--- config.mk ---
export PLATFORM = sky130hd
export DESIGN_NAME = dtw_front
export DESIGN_NICKNAME = d
export VERILOG_FILES = /design/src/rtl/core/dtw_pkg.sv /design/src/rtl/core/dtw_front.sv
export SDC_FILE = /design/constraint.sdc
export NUM_CORES = 1
export LEC_CHECK = 0
export BUFFER_PORTS_ARGS = -buffer_cell sky130_fd_sc_hd__buf_2
export CAP_MARGIN = 30
export CORE_ASPECT_RATIO = 1.75
export CORE_UTILIZATION = 56
export CTS_CLUSTER_SIZE = 30
export DETAILED_ROUTE_END_ITERATION = 8
export GPL_ROUTABILITY_DRIVEN = 0
export PLACE_DENSITY_LB_ADDON = 0.08
export SLEW_MARGIN = 5
export SYNTH_ARGS = -nofsm -noshare
export SYNTH_HDL_FRONTEND = slang
export SYNTH_SLANG_ARGS = --single-unit
--- constraint.sdc ---
create_clock -name i_clk -period 2.4 [get_ports i_clk]
set_input_delay 0.24 -clock i_clk [delete_from_list [all_inputs] [get_ports i_clk]]
set_output_delay 0.24 -clock i_clk [all_outputs]
set_load 0.02 [all_outputs]
--- src/rtl/core/dtw_pkg.sv ---
// Shared constants, codes and types of the DTW distance unit.
`timescale 1ns / 1ps

package dtw_pkg;

    localparam int MAX_REF_LEN = 1024;
    localparam int SAMPLE_BITS = 16;
    localparam int COST_W      = 32;
    localparam int STATUS_W    = 2;

    localparam int ADDR_W = (MAX_REF_LEN > 1) ? $clog2(MAX_REF_LEN) : 1;
    localparam int CNT_W  = $clog2(MAX_REF_LEN + 1);

    localparam logic [COST_W-1:0] COST_INF = {COST_W{1'b1}};

    localparam logic [STATUS_W-1:0] ST_OK    = 2'd0;
    localparam logic [STATUS_W-1:0] ST_EMPTY = 2'd1;
    localparam logic [STATUS_W-1:0] ST_TRUNC = 2'd2;

    localparam logic OP_REF   = 1'b0;
    localparam logic OP_QUERY = 1'b1;

    localparam int FQ_DEPTH = 4;
    localparam int FQ_AW    = $clog2(FQ_DEPTH);
    localparam int FQ_CW    = $clog2(FQ_DEPTH + 1);

    typedef struct packed {
        logic                          kind;
        logic signed [SAMPLE_BITS-1:0] sample;
        logic                          last;
    } t_item;

endpackage

--- src/rtl/core/dtw_front.sv ---
// Input side: accepts words, tags them as reference or query, and queues them.
`timescale 1ns / 1ps

module dtw_front (
    input  logic                                  i_clk,
    input  logic                                  i_rst_n,
    input  logic                                  push,
    output logic                                  full,
    input  logic                                  i_req_type,
    input  logic signed [dtw_pkg::SAMPLE_BITS-1:0] i_sample,
    input  logic                                  i_last,
    output logic                                  o_item_valid,
    output dtw_pkg::t_item                        o_item,
    input  logic                                  i_item_take
);

    dtw_pkg::t_item              r_mem [dtw_pkg::FQ_DEPTH];
    logic [dtw_pkg::FQ_AW-1:0]   r_wptr;
    logic [dtw_pkg::FQ_AW-1:0]   r_rptr;
    logic [dtw_pkg::FQ_CW-1:0]   r_count;
    logic                        wr;
    logic                        rd;
    dtw_pkg::t_item              in_item;

    assign full         = (r_count == dtw_pkg::FQ_CW'(dtw_pkg::FQ_DEPTH));
    assign o_item_valid = (r_count != '0);
    assign wr           = push && !full;
    assign rd           = i_item_take && o_item_valid;
    assign o_item       = r_mem[r_rptr];

    always_comb begin
        in_item.kind   = i_req_type ? dtw_pkg::OP_QUERY : dtw_pkg::OP_REF;
        in_item.sample = i_sample;
        in_item.last   = i_last;
    end

    always_ff @(posedge i_clk) begin
        if (wr) begin
            r_mem[r_wptr] <= in_item;
        end
    end

    always_ff @(posedge i_clk) begin
        if (!i_rst_n) begin
            r_wptr  <= '0;
            r_rptr  <= '0;
            r_count <= '0;
        end else begin
            if (wr) begin
                r_wptr <= r_wptr + 1'b1;
            end
            if (rd) begin
                r_rptr <= r_rptr + 1'b1;
            end
            case ({wr, rd})
                2'b10:   r_count <= r_count + 1'b1;
                2'b01:   r_count <= r_count - 1'b1;
                default: r_count <= r_count;
            endcase
        end
    end

endmodule

[After elaboration in Yosys (flattened, before gate mapping)]
Memories as Yosys holds them, arrays and structs flattened. A register that Yosys moved wholly into a read port is not among the register bits.
Cells that the tools add are included.
Word-level totals
  bits of input ports: 22
  RAM bits: 72
  memories: 1
  ROM bits: 0
  logic and storage cells: 22
  register bits after elaboration: 7
  bits in latches: 0
Operators by class
  $lt $le $gt $ge: 0
  shift-type cells: 0
  multiplexer cells: 6
  equality and inequality tests: 3
  divide/modulo/power cells: 0
  bitwise logic cells: 0
  $mul: 0
  add/subtract/negate cells: 4
  reductions and logical operators: 5
Memory list
  r_mem: depth 4, width 18, rd ports 1, clocked after memory_dff 1, write ports 1, line dtw_front.sv:17  | dtw_pkg::t_item r_mem [dtw_pkg::FQ_DEPTH];
Operators by type and width (number)
  $pmux W3 S2: 1
  $add A2 B1 Y2 const B: 2
  $mux W2: 2
  $add A3 B1 Y3 const B: 1
  $eq A3 B3 Y1 const B: 1
  $mux W1: 3
  $reduce_bool A3 Y1: 1
  $sub A3 B1 Y3 const B: 1
  $eq A2 B1 Y1 const B: 1
  $eq A2 B2 Y1 const B: 1
  $logic_and A1 B1 Y1: 2
  $reduce_bool A2 Y1: 1
  $logic_not A1 Y1: 1

[Depth between registers and ports, before layout]
  depth after elaboration: 5
  gate-level depth with buffers: 10
  depth with buffers taken out: 9

[Worst setup path after synthesis]
No wires, ideal clock.
  path kind: register to register
  start: register r_count[2] in the netlist's numbering
  end: register r_count[2] in the netlist's numbering
  arrival: 2196 ps
  buffers on the path: 1
  required time: 2324 ps
  setup time: 76 ps
  cell stages (with the launch flop): 11
  path slack: 128 ps
  path through: dfxtp_1 > nor3b_2 > nor2b_1 > buf_2 > inv_1 > ha_1 > inv_1 > fa_1 > xor2_1 > or3_1 > a21boi_0
On the way
  word-level cells in the longest chain between the ends: 5
Ends and longest elaborated chain
  start, declared: line dtw_front.sv:20  | logic [dtw_pkg::FQ_CW-1:0] r_count;
  start signal, assigned: line dtw_front.sv:56  | 2'b10: r_count <= r_count + 1'b1;
  start signal, assigned: line dtw_front.sv:57  | 2'b01: r_count <= r_count - 1'b1;
  start signal, assigned: line dtw_front.sv:58  | default: r_count <= r_count;
  $eq A3 B3 Y1 (*): line dtw_front.sv:25  | assign full = (r_count == dtw_pkg::FQ_CW'(dtw_pkg::FQ_DEPTH));
  via full: line dtw_front.sv:8  | output logic full,
  $logic_not A1 Y1 (*): line dtw_front.sv:27  | assign wr = push && !full;
  $logic_and A1 B1 Y1 (*): line dtw_front.sv:27
  $eq A2 B1 Y1 or $eq A2 B2 Y1 (tied branches): line dtw_front.sv:55  | case ({wr, rd})
  $pmux W3 S2 or $reduce_bool A2 Y1 (tied branches)
The timed path passes the listed nets; every way through them passes the cells marked *.
A chain may end at the register's enable or synchronous reset.

[Worst setup path in the final report]
  start: register r_count[2] in the netlist's numbering
  end: register r_count[2] in the netlist's numbering
On the way
  word-level cells in the longest chain between the ends: 5
Ends and longest elaborated chain (line)
  $eq A3 B3 Y1: dtw_front.sv:25
  $logic_not A1 Y1: dtw_front.sv:27
  $logic_and A1 B1 Y1: dtw_front.sv:27
  $eq A2 B1 Y1 or $eq A2 B2 Y1 (tied branches): dtw_front.sv:55
  $pmux W3 S2 or $reduce_bool A2 Y1 (tied branches)
Parallel ways exist; a longest one is shown, timed or not.

==> impl_results.md <==
- DRT iter0 DRCs: 29
- First-pass GRT wire length: 7260 µm
- Share of power burned in registers: 48.3%
- Via count: 1,483
- Syn Nets: 174
- Clock Pin Slew Worst Setup and Hold Paths: 0.07 ns
- Synth top area cells: edfxtp_1 69%, mux4_2 7.2%, mux4_1 6.7%, dfxtp_1 5.7%, ha_1 2.0%
- Fill cells: 395
- Die outline area: 0.00592 mm²
- Fin worst setup slack: 0.183 ns
- Max_cap viols: 0
- Worst path required time: 2.65 ns
- Ys Warns: 0
- Worst-Margin Slew: 0.331 ns
- Power Density: 1020 mW/mm²
- Sw Share: 28.5%
- Register area: 0.00234 mm²
- Worst hold path stage count: 1
- Startpoint Class: flop
- CTS Hold Buffers Added: 0
- Post-synth top area share: 68.9%
- Period Utilization, post-route: 92.4%
- Global route overflow: 0
- Pre-CTS setup slack: 0.174 ns
- Crit path kind: reg -> reg
- Final Skew: 0.00417 ns
- Final TNS setup: 0 ns
- Leak: 1.27 nW
- DRC viols: 0
- Fmax: 451 MHz
- Yosys cell types: 23
- Total power: 3.67 mW
- Unrepaired setup endpoints after global routing: no
- Diode count: 0
- Clock power share: 24.6%
- Final Max Slew Viols: 0
- P_sw: 1.05 mW
- Starting density of the core: 58.7%
- Core box area: 0.00534 mm²
- Postcts setup bufs: 0
- Hold Crit Class: in -> reg
- Area growth syn-to-layout: 15.1%
- Via density: 5.35
- # resized after CTS: 0
- Post-Syn Instances: 146
- ANT nets after route: 0
- Root Driver: clkbuf_8
- Slew margin rel.: 77.9%
- Num CTS Buffers: 9
- Buffers added on ports: 41
- Min cycle time layout: 2.22 ns
- Vias in the first global route: 1,581
- Netlist Area Pre-Place: 0.00314 mm²
- Critical-path maximum fanout: 7
- Mean routed wirelength per cell: 17.1 µm
- Routed WL: 4730 µm
- Largest net degree at the start of global routing: 19
- H-tree lvl count: 3
- # rows: 35
- Initial antenna violation count: 0
- Synth Register Bits: 81
- Final Util: 67.6%
- Clk sinks: 81
- Latest clock arrival within the worst-skew pair: 0.33 ns
- Layout cells sized above 1: 35.5%
- CTS max path bufs: 2
- Combinational group share of total power: 27.1%
- CTS tree: done
- Critical path arrival: 2.47 ns
- Endpoints failing setup: 0
- Syn avg cell area: 21.5 µm²
- CP Capture Type: flop
- Total Routing Usage GR: 17.8%
- # nets final: 226
- VDD IR max: 600 µV
- Status: complete, no violations
- Ports: 42
- Hpwl dp: 3090 µm
- Hold Fails Final Rpt: 0
- Multi-input logic area: 724 µm²
- Router iterations before antenna repair: 5
- Pint: 2.62 mW
- Seq/Total Area, Yosys: 74.7%
- Die H: 101 µm
- Worst Reg2Reg Path Length in Cells: 9
- Cell taking the most area after synthesis: edfxtp_1
- Die Wd: 58.6 µm
[metal layers]
metal	routed length, µm	part of all wire, %	GRT usage (%)
met5	0	0	0
met4	105	2.2	9.71
met3	177	3.7	5.01
met2	2600	55	31.3
met1	1850	39	18.6
[placed cells by master (no fill, tap or decap), drive strengths merged]
cell,Yosys,final
inv,6,6
xnor2,3,3
nor3b,1,1
buf,5,47
or3,2,2
fa,1,1
xor2,1,1
bufinv,0,1
mux2i,2,2
mux4,18,18
nand2,5,5
clkbuf,1,12
a21boi,1,1
o21ai,2,2
dfxtp,9,9
o311ai,1,1
edfxtp,72,72
and2,7,7
clkinv,0,3
o31a,1,1
ha,5,5
nor2b,3,3
[kinds of logic after synthesis]
logic type / Yosys count / synth area share, %
xor gates and xnor gates: 4 / 1.12
adders and majority gates: 6 / 2.63
DFF: 81 / 74.7
AOI/OAI and AO/OA: 5 / 1.36
buffers and inverters: 12 / 2.31
and+or+nand+nor: 18 / 3.39
muxes: 20 / 14.5
[stage by stage]
step / instances / area, µm² / hold slack (ns)
after global placement: 261 / 3430 / 0.450
after detailed placement: 261 / 3430 / 0.456
after global routing: 277 / 3610 / 0.0999
after floorplan: 146 / 3140 / 0.339
final: 277 / 3610 / 0.116
after CTS: 277 / 3610 / 0.0938
[cells in the mapped netlist (all sizes together)]
library cell,n
a21boi,1
and2,7
buf,5
clkbuf,1
dfxtp,9
edfxtp,72
fa,1
ha,5
inv,6
mux2i,2
mux4,18
nand2,5
nor2b,3
nor3b,1
o21ai,2
o311ai,1
o31a,1
or3,2
xnor2,3
xor2,1
[power by group through the flow]
stage	Clock [mW]	Combinational (mW)	Sequential, mW
after CTS	0.928	1.01	1.77
after floorplan	0	0.779	1.79
final	0.901	0.995	1.77
after detailed placement	0	1.01	1.81
after global placement	0	0.991	1.79
after global routing	0.970	1.08	1.79
[final timing paths]
| check | start | end | slack [ns] |
|---|---|---|---|
| hold reg to reg | r_wptr[0]$_SDFFE_PN0P_ | r_wptr[0]$_SDFFE_PN0P_ | 0.51 |
| setup / recovery | r_count[2]$_SDFFE_PN0P_ | r_count[2]$_SDFFE_PN0P_ | 0.18 |
| hold / removal | i_sample[1] | r_mem[0][2]$_DFFE_PP_ | 0.12 |
| setup reg to reg | r_count[2]$_SDFFE_PN0P_ | r_count[2]$_SDFFE_PN0P_ | 0.18 |
[layout make-up]
class                      instances  area share (%)
inverter                           6           0.624
multi-input combinational         53            20.1
tap                               74            2.56
timing repair buffer              47            6.93
clock buffer                      12            3.74
clock inverter                     4            1.21
sequential                        81            64.9
[sequential cells by signal, indices dropped and copies added (netlist names), named ones only]
name	cells
r_mem	72
r_count	3
r_rptr	2
r_wptr	2
[worst max-delay path: stages (launching register included)]
cell and delay (ns):
dfxtp_1 0.42, nor3b_2 0.25, nor2b_2 0.12, inv_1 0.07, ha_1 0.18, inv_1 0.06
fa_1 0.37, xor2_1 0.16, or3_1 0.31, a21boi_0 0.20
Power figures use the tool's default switching activity.
